`config.mk`:
```
export PLATFORM = sky130hd
export DESIGN_NAME = bqsc_cell
export DESIGN_NICKNAME = d
export VERILOG_FILES = /design/src/rtl/core/bqsc_pkg.sv /design/src/rtl/core/bqsc_cell.sv
export SDC_FILE = /design/constraint.sdc
export NUM_CORES = 1
export LEC_CHECK = 0
export BUFFER_PORTS_ARGS = -buffer_cell sky130_fd_sc_hd__buf_2
export CELL_PAD_IN_SITES_DETAIL_PLACEMENT = 0
export CELL_PAD_IN_SITES_GLOBAL_PLACEMENT = 1
export CORE_MARGIN = 2
export CORE_UTILIZATION = 32
export CTS_CLUSTER_DIAMETER = 100
export CTS_CLUSTER_SIZE = 28
export DETAILED_ROUTE_END_ITERATION = 10
export GPL_TIMING_DRIVEN = 0
export HOLD_SLACK_MARGIN = 0.06
export PLACE_DENSITY = 0.87
export SLEW_MARGIN = 30
export SYNTH_ARGS = -nofsm -noshare
export SYNTH_HDL_FRONTEND = slang
export SYNTH_SLANG_ARGS = --single-unit
```
`constraint.sdc`:
```
create_clock -name clk -period 2.8 [get_ports clk]
set_clock_uncertainty 0.1 [all_clocks]
set_input_delay 0.28 -clock clk [delete_from_list [all_inputs] [get_ports clk]]
set_output_delay 0.28 -clock clk [all_outputs]
set_load 0.05 [all_outputs]
```
`src/rtl/core/bqsc_pkg.sv`:
```
// shared types and constants for the bounded queue server completion block
package bqsc_pkg;

  localparam int unsigned DEFAULT_QUEUE_DEPTH = 64;
  localparam int unsigned LIMIT_W = 6;
  localparam int unsigned TIME_W = 32;
  localparam int unsigned FINISH_W = 48;
  localparam logic [LIMIT_W-1:0] LIMIT_RESET = 6'd63;
  localparam logic [FINISH_W-1:0] FINISH_MAX = {FINISH_W{1'b1}};

  typedef struct packed {
    logic [TIME_W-1:0] arrival_time;
    logic [TIME_W-1:0] duration;
  } in_item_t;

  typedef struct packed {
    logic                accepted;
    logic [FINISH_W-1:0] finish_time;
  } out_item_t;

  typedef struct packed {
    logic keep;
    logic at_limit;
  } cell_status_t;

endpackage

```
`src/rtl/core/bqsc_cell.sv`:
```
// one queue cell: holds a finish time, retires itself, shifts toward older positions
module bqsc_cell #(
  parameter int unsigned IDX = 0
) (
  input  logic                               clk,
  input  logic                               rst,
  input  logic                               step,
  input  logic                               push,
  input  logic [bqsc_pkg::TIME_W-1:0]        arrival_time,
  input  logic [bqsc_pkg::LIMIT_W-1:0]       queue_limit,
  input  logic                               prev_keep,
  input  logic [bqsc_pkg::FINISH_W-1:0]      prev_finish,
  output logic                               valid,
  output logic [bqsc_pkg::FINISH_W-1:0]      finish,
  output bqsc_pkg::cell_status_t             status
);

  localparam logic [31:0] IDX_VAL = 32'(IDX);

  logic keep;

  assign keep = valid &&
    (finish > {{(bqsc_pkg::FINISH_W - bqsc_pkg::TIME_W){1'b0}}, arrival_time});

  assign status.keep = keep;
  assign status.at_limit = keep &&
    ({{(32 - bqsc_pkg::LIMIT_W){1'b0}}, queue_limit} == IDX_VAL);

  always_ff @(posedge clk) begin
    if (rst) begin
      valid <= 1'b0;
    end else if (step) begin
      valid <= push ? prev_keep : keep;
    end
  end

  always_ff @(posedge clk) begin
    if (step && push) begin
      finish <= prev_finish;
    end
  end

endmodule

```
==> results of run 1 <==
report_power, final:
group | internal (W) | leakage (nW) | total (W) | switching, W
sequential | 0.000861 | 0.459 | 0.000889 | 0.0000283
clock | 0.000173 | 0.0455 | 0.000414 | 0.000240
combinational | 0.000174 | 1.32 | 0.000466 | 0.000292
worst max-delay path, cell delays in order, from the launching register on:
cell,delay (ps)
edfxtp_1,420
nor4_2,340
nand4_1,250
or4_1,460
o31a_1,350
nor2_1,100
buf_4,120
buf_8,130
layout by cell type, fill, tap and decap left out, types with 2 or more instances in the layout:
| cell | synthesis | routed |
|---|---|---|
| clkbuf_8 | 0 | 5 |
| nand3_1 | 5 | 5 |
| a21o_1 | 4 | 4 |
| a211oi_1 | 2 | 2 |
| nor2b_1 | 2 | 2 |
| dlygate4sd3_1 | 0 | 48 |
| buf_4 | 1 | 5 |
| edfxtp_1 | 48 | 48 |
| buf_2 | 0 | 139 |
| or4_1 | 2 | 2 |
| a21oi_1 | 11 | 11 |
| nor4_1 | 6 | 2 |
| nor2_1 | 6 | 6 |
| o21ai_0 | 3 | 3 |
| nand4_1 | 9 | 9 |
| inv_1 | 32 | 32 |
| nand2_1 | 4 | 3 |
| ha_1 | 32 | 32 |
| nor4_2 | 1 | 5 |
metal layers:
layer | GRT usage [%] | part of all wire (%)
met2 | 31.03 | 53
met5 | 0 | 0
met4 | 4.359 | 1.4
met3 | 5.259 | 8.0
met1 | 17.33 | 37
final cells by class:
class | instances | area (um^2)
tap | 99 | 123.9
fill | 640 | 3376
multi-input combinational | 98 | 845.8
buffer | 1 | 7.507
clock inverter | 3 | 17.52
sequential | 49 | 1461
inverter | 32 | 120.1
clock buffer | 5 | 68.82
timing repair buffer | 193 | 1232
kinds of logic after synthesis:
family                     synth area share, %
DFF                                      61.09
and+or+nand+nor                          9.466
buffers and inverters                    5.335
AOI/OAI and AO/OA                        7.375
adders and majority gates                16.74
timing repair:
action | CTS | global route
pin swaps | 5 | 2
hold buffers | 48 | 0
endpoints found under the setup margin | 2 | 2
setup buffers | 4 | 0
resized for setup | 10 | 2
hold endpoints to repair | 48 | 0
state kept, by name, indices dropped and copies added, names as in the netlist:
name and flops:
finish 48, valid 1
how the worst max path moves through the flow:
stage                           from   endpoint  slack (ps)  cells past startpoint
finish                    finish[34]  status[1]         -70                      7
global route              finish[34]  status[1]        -190                      7
CTS                       finish[43]  status[1]         -50                      7
detailed placement  arrival_time[14]  status[1]          50                     11
global placement    arrival_time[14]  status[1]          60                     11
floorplan                 finish[31]  status[0]           5                      5
through the flow:
step	hold slack (ps)	utilization (%)	power (W)	setup slack, ps
2_1_floorplan	268.8	-	0.001170	5.256
3_3_place_gp	356.4	44.51	0.001301	55.54
3_5_place_dp	358.1	44.54	0.001312	54.44
4_1_cts	62.67	53.32	0.001778	-47.12
5_1_grt	69.67	53.46	0.001845	-190.3
6_report	77.70	53.46	0.001769	-65.63
==> flow_summary.toml, run 1 <==
[outcome]
status = "finished with violations"
violations = "negative setup slack"

[sta]
setup_viol = 2
drv_slew = 0
hold_viol = 0
fin_tns_setup_ps = -93.73
rsz0062_at_grt = "true"
slew_headroom_pct = 57.11
fmax_mhz = 349.0
worst_pin_slew_ps = 643.3
fin_crit_ps = 2866
period_share_pct = 102.3
setup_ws_ps = -65.63

[placement]
placed_cells = 420
portBuffers = 141
gp_congestion = 0.6925
hpwl_mm = 4.705
placed_area_um2 = 3231

[synth]
synthesis.instances = 180
yosys.area.top_type = "edfxtp_1"
yosys.cell_count.top_type = "edfxtp_1"
synth_top_area_share_pct = 60.25
synth_cell_types = 28
synth_edf_count = 48
post_synth_most_frequent_cells = "edfxtp_1, ha_1, inv_1, a21oi_1, nand4_1"
synth_area_um2 = 2392
synth.avg_cell_area_um2 = 13.29
synth_ff_type = "edfxtp_1"
synth-seq-cells = 49
ys_warn_count = 0
syn_nets = 303
synthTopCellsByArea = "edfxtp_1, ha_1, inv_1"
async_flop_share_pct = 0
ys_seq_area_share_pct = 61.09

[worst_setup_path]
rr_endpoint = "valid"
critPathCaptureType = "output port"
reg2reg_depth = 6
cp.arrival_ps = 2490
cp_max_fo = 3
crit_type = "reg -> out"
r2r_slack_ps = 500
crit_required_ps = 2420
reg2reg_from = "finish[34]"
critPathLaunchType = "register"

[final_layout]
stdcell_count = 480
antenna_cells = 0
nets = 503
drive_gt1_share_pct = 43.04
area_growth_pct = 62.08
fin_area_um2 = 3877

[routing]
drtPass1Iterations = 4
drt_wl_total_mm = 6.682
drc = 0
wl_per_cell_um = 13.92
first_iter_violations = 54
avgViaCountPerCell = 4.506
ant_nets = 0
num_vias = 2163

[cts]
cts_buffers = 5
clock_sinks = 49
cts_tree = "done"
htreeDepth = 2
clock_latency_ps = 300
clk_path_buf_depth = 2
cts.clk_slew.worst_paths_ps = 90
cts-root-buf = "clkbuf_8"

[worst_hold_path]
hp-class = "in -> reg"
hold_depth = 2
min-delay-start = "rst"
holdPathEnd = "valid"

[global_route]
antenna_found_initial = 0
grt_first_pass_wirelength_mm = 10.61
grt_pass1_vias = 2399
grt.total_usage_pct = 16.39
gr-total-overflow = 0
grt_max_degree = 49

[floorplanning]
die_x_um = 90.47
io_pins = 142
rows = 31
dieArea_um2 = 8184
initial_core_util_pct = 32.98
die_h_um = 90.47
core_region_area_um2 = 7253

[pwr]
leakage_nw = 1.821
powerDensity_nw_per_um2 = 456.2
vdd_drop_max_mv = 0.3298

[flow_run]
maxCapViolCount = 0
Note: power is estimated with default switching activity, not from simulation.
==> run 2: changes to the inputs <==
Settings changed: ABC_AREA set to 1, CAP_MARGIN set to 20, PLACE_DENSITY 0.87 to 0.88.
==> run 2 against run 1 <==
  * Core utilization decreased by 1.8 points
  * Sequential share of layout area decreased by 0.69 points
  * Critical path depth increased by 5
  * Total power increased by 6.1%
  * Sequential power decreased by 0.6%
  * Maximum frequency increased by 11%
  * Synthesized area increased by 4.8%
  * The flow now finishes without violations
  * Routed wire length decreased by 8.8%
==> flow_summary.toml, run 2 <==
[synth]
synth_top_area_share_pct = 57.51
post_synth_most_frequent_cells = "nand2_1, inv_1, edfxtp_1, ha_1, nor2_1"
synth.avg_cell_area_um2 = 10.71
synth-seq-cells = 49
synth_area_um2 = 2506
ys_seq_area_share_pct = 58.31
synthesis.instances = 234
synthTopCellsByArea = "edfxtp_1, ha_1, nand2_1"
synth_edf_count = 48
syn_nets = 357
yosys.cell_count.top_type = "nand2_1"
ys_warn_count = 0
synth_cell_types = 20
synth_ff_type = "edfxtp_1"
async_flop_share_pct = 0
yosys.area.top_type = "edfxtp_1"

[placement]
hpwl_mm = 4.420
gp_congestion = 0.7795
portBuffers = 141
dp_slack_ps = 521.3
placed_cells = 477

[pwr]
vdd_drop_max_mv = 0.2609
powerDensity_nw_per_um2 = 475.3
leakage_nw = 1.995

[floorplanning]
io_pins = 142
dieArea_um2 = 8555
die_h_um = 92.50
initial_core_util_pct = 32.77
die_x_um = 92.50
core_region_area_um2 = 7647
rows = 32

[worst_setup_path]
slowest_delay_ps = 400
critPathLaunchType = "register"
crit_slowest_cell = "edfxtp_1"
critPathCaptureType = "output port"
path_cells = "ha_1 > nand2_1 > nor2_2 > nand4_1 > nor2_1 > nand3_1 > nand2_1 > inv_1 > nand2_1 > inv_1 > buf_4 > buf_2"
crit_required_ps = 2420
crit_family = "simple AND/OR/NAND/NOR gates"
cp.arrival_ps = 2190
path_buf_inv = 4
cp_max_fo = 2
crit_type = "reg -> out"
cpMostUsedCell = "nand2_1"

[final_layout]
nets = 554
drive_gt1_share_pct = 36.57
final-seq-area_um2 = 1461
stdcell_count = 534
post-route-util_pct = 51.65
multi_input_area_um2 = 852.1
antenna_cells = 0
largest_reg_flops = 48
top_register = "finish"
top_regs = "finish x48, valid x1"
area_growth_pct = 57.61
final_cell_mix = "buf_2, nand2_1, inv_1, dlygate4sd3_1, edfxtp_1"
nFillCells = 710
final_common_cell = "buf_2"

[routing]
drtPass1Iterations = 4
num_vias = 2199
wl_per_cell_um = 11.41
first_iter_violations = 39
route.met2.wl_mm = 3.123
topRoutingLayerUsed = "met4"
wl_met1_mm = 2.476
met3_length_um = 476
avgViaCountPerCell = 4.118
drt_wl_total_mm = 6.095
drc = 0
ant_nets = 0

[global_route]
antenna_found_initial = 0
grt_first_pass_wirelength_mm = 9.770
grt_max_degree = 50
grt_pass1_vias = 2337
gr-total-overflow = 0
grt.total_usage_pct = 14.35

[sta]
setup_viol = 0
rsz0062_at_grt = "false"
fmax_mhz = 388.7
setup_ws_ps = 227.6
hold_viol = 0
slew_headroom_pct = 58.53
period_share_pct = 91.87
fin_crit_ps = 2572
fin_tns_setup_ps = 0
drv_slew = 0
worst_pin_slew_ps = 622.1

[cts]
cts_buffers = 5
clock_sinks = 49
cts_tree = "done"
cts.clk_slew.worst_paths_ps = 90
cts-root-buf = "clkbuf_8"
post_cts_buffers = 0
clk_path_buf_depth = 2
clock_latency_ps = 300
htreeDepth = 2

[flow_run]
maxCapViolCount = 0

[outcome]
status = "complete, no violations"

[worst_hold_path]
hp-class = "in -> reg"
-- run 2: cell types whose count changed after synthesis, sizes merged, moves of 3 or more --
cell and change:
nand2 +50, inv +18, nor2 +18, nand4 -6, nor4 -6, a21o -3
-- run 2: logic make-up (layout without fill, tap and decap cells) --
| group | count (synthesis) | count (layout) | share of synthesized area, % |
|---|---|---|---|
| AOI/OAI and AO/OA | 15 | 15 | 3.395 |
| adders and majority gates | 32 | 32 | 15.98 |
| buffers and inverters | 51 | 249 | 7.788 |
| DFF | 49 | 49 | 58.31 |
| and+or+nand+nor | 87 | 87 | 14.53 |
-- run 2: area by class of cell --
type	instances	share of cell area (%)
multi-input cells	134	21.57
clock buffers	5	1.742
clock inverters	3	1.172
well taps	102	3.231
plain buffers	1	0.1901
repair buffers	190	30.28
inverters	50	4.815
flip-flops and latches	49	37.00
-- run 2: path summary, 6_finish.rpt --
kind	startpoint	to	slack, ps	depth (start not counted)
min reg2reg	valid	valid	490	4
max	finish[23]	status[1]	230	12
min	push	valid	160	4
max reg2reg	finish[23]	valid	1080	10
-- run 2: stage by stage --
stage,hold WS (ps),power [W],cell area [um^2]
6_report,161.9,0.001878,3950
2_1_floorplan,242.4,0.001187,2506
5_1_grt,174.4,0.001971,3950
3_3_place_gp,341.1,0.001315,3339
4_1_cts,150.9,0.001899,3948
3_5_place_dp,343.9,0.001325,3342
-- run 2: what timing repair did --
| action | in CTS | in global routing |
|---|---|---|
| setup endpoints to repair | 0 | 1 |
| endpoints found under the hold margin | 49 | 0 |
| gates resized for setup | 0 | 1 |
| hold buffers | 49 | 0 |
-- run 2: power breakdown --
| part | internal (W) | switching, W |
|---|---|---|
| clock network | 0.000268 | 0.000251 |
| registers | 0.000860 | 0.0000235 |
| logic | 0.000176 | 0.000300 |
-- run 2: layer usage --
metal	up-vias	global-route usage [%]
met5	-	0
met4	0	3.234
met3	2	4.312
met2	81	27.13
met1	961	15.65
li1	1155	-
-- run 2: worst register-to-register path: stages (launching register included) --
cell	delay (ps)
edfxtp_1	400
ha_1	310
nand2_1	80
nor2_2	130
nand4_1	160
nor2_1	140
nand3_1	80
nand2_1	60
inv_1	50
nand3_2	70
a21oi_2	40
==> run 3: changes to the inputs <==
Settings changed: CORE_UTILIZATION 32 to 30, PLACE_DENSITY 0.88 to 0.84.
==> run 3 against run 2 <==
  * Via count up 2.5%
  * Routed wire length is 2.4% higher
  * Sequential power is essentially flat
  * Worst setup slack got worse by 1.3 ps
  * Sequential share of layout area is 0.12 points higher
  * Non-clock buffer count unchanged
  * Critical path depth did not move
  * Combinational power is essentially flat
  * Clock-buffer cell count is the same
  * Final cell count increased by 0.56%
  * Worst hold slack lost 13 ps
  * Highest routed layer unchanged
==> flow_summary.toml, run 3 (synthesis results as in run 2) <==
[placement]
portBuffers = 141
hpwl_mm = 4.565
dp_slack_ps = 467.5
gp_congestion = 0.7745

[worst_setup_path]
critPathLaunchType = "register"
crit_family = "simple AND/OR/NAND/NOR gates"
r2r_slack_ps = 1090
slowest_delay_ps = 410
crit_slowest_cell = "edfxtp_1"
cpMostUsedCell = "nand2_1"
critPathCaptureType = "output port"
crit_required_ps = 2420
path_cells = "ha_1 > nand2_1 > nor2_1 > nand4_1 > nor2_2 > nand3_1 > nand2_1 > inv_1 > nand2_1 > inv_1 > buf_4 > clkbuf_4"
cp_max_fo = 2
path_buf_inv = 4
crit_type = "reg -> out"
cp.arrival_ps = 2190

[final_layout]
largest_reg_flops = 48
antenna_cells = 0
nets = 554
final_cell_mix = "buf_2, nand2_1, inv_1, dlygate4sd3_1, edfxtp_1"
final_common_cell = "buf_2"
area_growth_pct = 57.11
post-route-util_pct = 48.16
top_register = "finish"
top_regs = "finish x48, valid x1"
drive_gt1_share_pct = 36.81

[cts]
clk_path_buf_depth = 2
htreeDepth = 2
cts_buffers = 5
cts_tree = "done"
post_cts_buffers = 0
cts-root-buf = "clkbuf_8"
clock_latency_ps = 310
cts.clk_slew.worst_paths_ps = 110
clock_sinks = 49

[routing]
avgViaCountPerCell = 4.197
num_vias = 2254
first_iter_violations = 57
drt_wl_total_mm = 6.241
drtPass1Iterations = 4
wl_per_cell_um = 11.62
drc = 0
ant_nets = 0

[pwr]
p_sw_share_pct = 32.47
p_int_w = 0.001219
vdd_drop_max_mv = 0.2970
seq_power_share_pct = 49.1
powerDensity_nw_per_um2 = 458.4
p_clk_share_pct = 24.7
share_comb_of_total_power_pct = 26.3
leakage_nw = 1.986
p_sw_w = 0.0005861

[sta]
fmax_mhz = 388.6
fin_crit_ps = 2574
worst_pin_slew_ps = 611.7
slew_headroom_pct = 59.22
drv_slew = 0
fin_tns_setup_ps = 0
rsz0062_at_grt = "false"
period_share_pct = 91.92
setup_ws_ps = 226.3
hold_viol = 0
setup_viol = 0

[floorplanning]
dieArea_um2 = 9101
rows = 33
initial_core_util_pct = 30.66
die_x_um = 95.40
core_region_area_um2 = 8175
die_h_um = 95.40
io_pins = 142

[global_route]
antenna_found_initial = 0
grt_first_pass_wirelength_mm = 9.611
grt_max_degree = 50
grt_pass1_vias = 2216
gr-total-overflow = 0
grt.total_usage_pct = 13.90

[outcome]
status = "complete, no violations"

[worst_hold_path]
hp-class = "in -> reg"

[flow_run]
maxCapViolCount = 0
[run 3: through the flow]
| step | cells | hold WS (ps) | power [W] | area, um^2 |
|---|---|---|---|---|
| 3_5_place_dp | 480 | 356.3 | 0.001325 | 3346 |
| 3_3_place_gp | 480 | 342.4 | 0.001317 | 3343 |
| 6_report | 537 | 148.6 | 0.001805 | 3938 |
| 5_1_grt | 537 | 153.5 | 0.001893 | 3938 |
| 4_1_cts | 537 | 150.6 | 0.001827 | 3930 |
| 2_1_floorplan | 234 | 242.4 | 0.001187 | 2506 |
[run 3: worst paths after layout]
path                            startpoint         to  cells past startpoint
worst max-delay path             finish[7]  status[1]                     12
worst min-delay path                  push      valid                      4
worst max register to register   finish[7]      valid                     10
worst min register to register       valid      valid                      4
[run 3: timing repair]
item | CTS | global route
hold endpoints to repair | 49 | 0
endpoints found under the setup margin | 0 | 2
resized for setup | 0 | 3
hold buffers | 49 | 0
[run 3: layout make-up]
type	count	area, um^2
fill	770	4238
sequential	49	1461
timing repair buffer	190	1199
multi-input combinational	134	854.6
inverter	50	190.2
tap	105	131.4
clock buffer	5	68.82
clock inverter	3	25.02
buffer	1	7.507
[run 3: layer usage]
metal | global-route usage (%) | up-vias | share of wire (%) | wire, um
li1 | - | 1155 | - | -
met1 | 15.40 | 1002 | 39 | 2456
met2 | 25.82 | 90 | 52 | 3222
met3 | 4.032 | 7 | 7.6 | 475
met4 | 3.810 | 0 | 1.4 | 87
met5 | 0 | - | 0 | 0
[run 3: tightest hold or removal path, stage by stage]
cell	delay, ps
buf_2	90
nor2_1	50
nand3_2	70
a21oi_2	40
[run 3: power by group through the flow]
stage          clock network [W]  logic (W)  registers [W]
4_1_cts                 0.000465   0.000477       0.000886
3_3_place_gp                   0   0.000416       0.000901
2_1_floorplan                  0   0.000119        0.00107
3_5_place_dp                   0   0.000423       0.000902
5_1_grt                 0.000480   0.000519       0.000893
6_report                0.000445   0.000474       0.000886
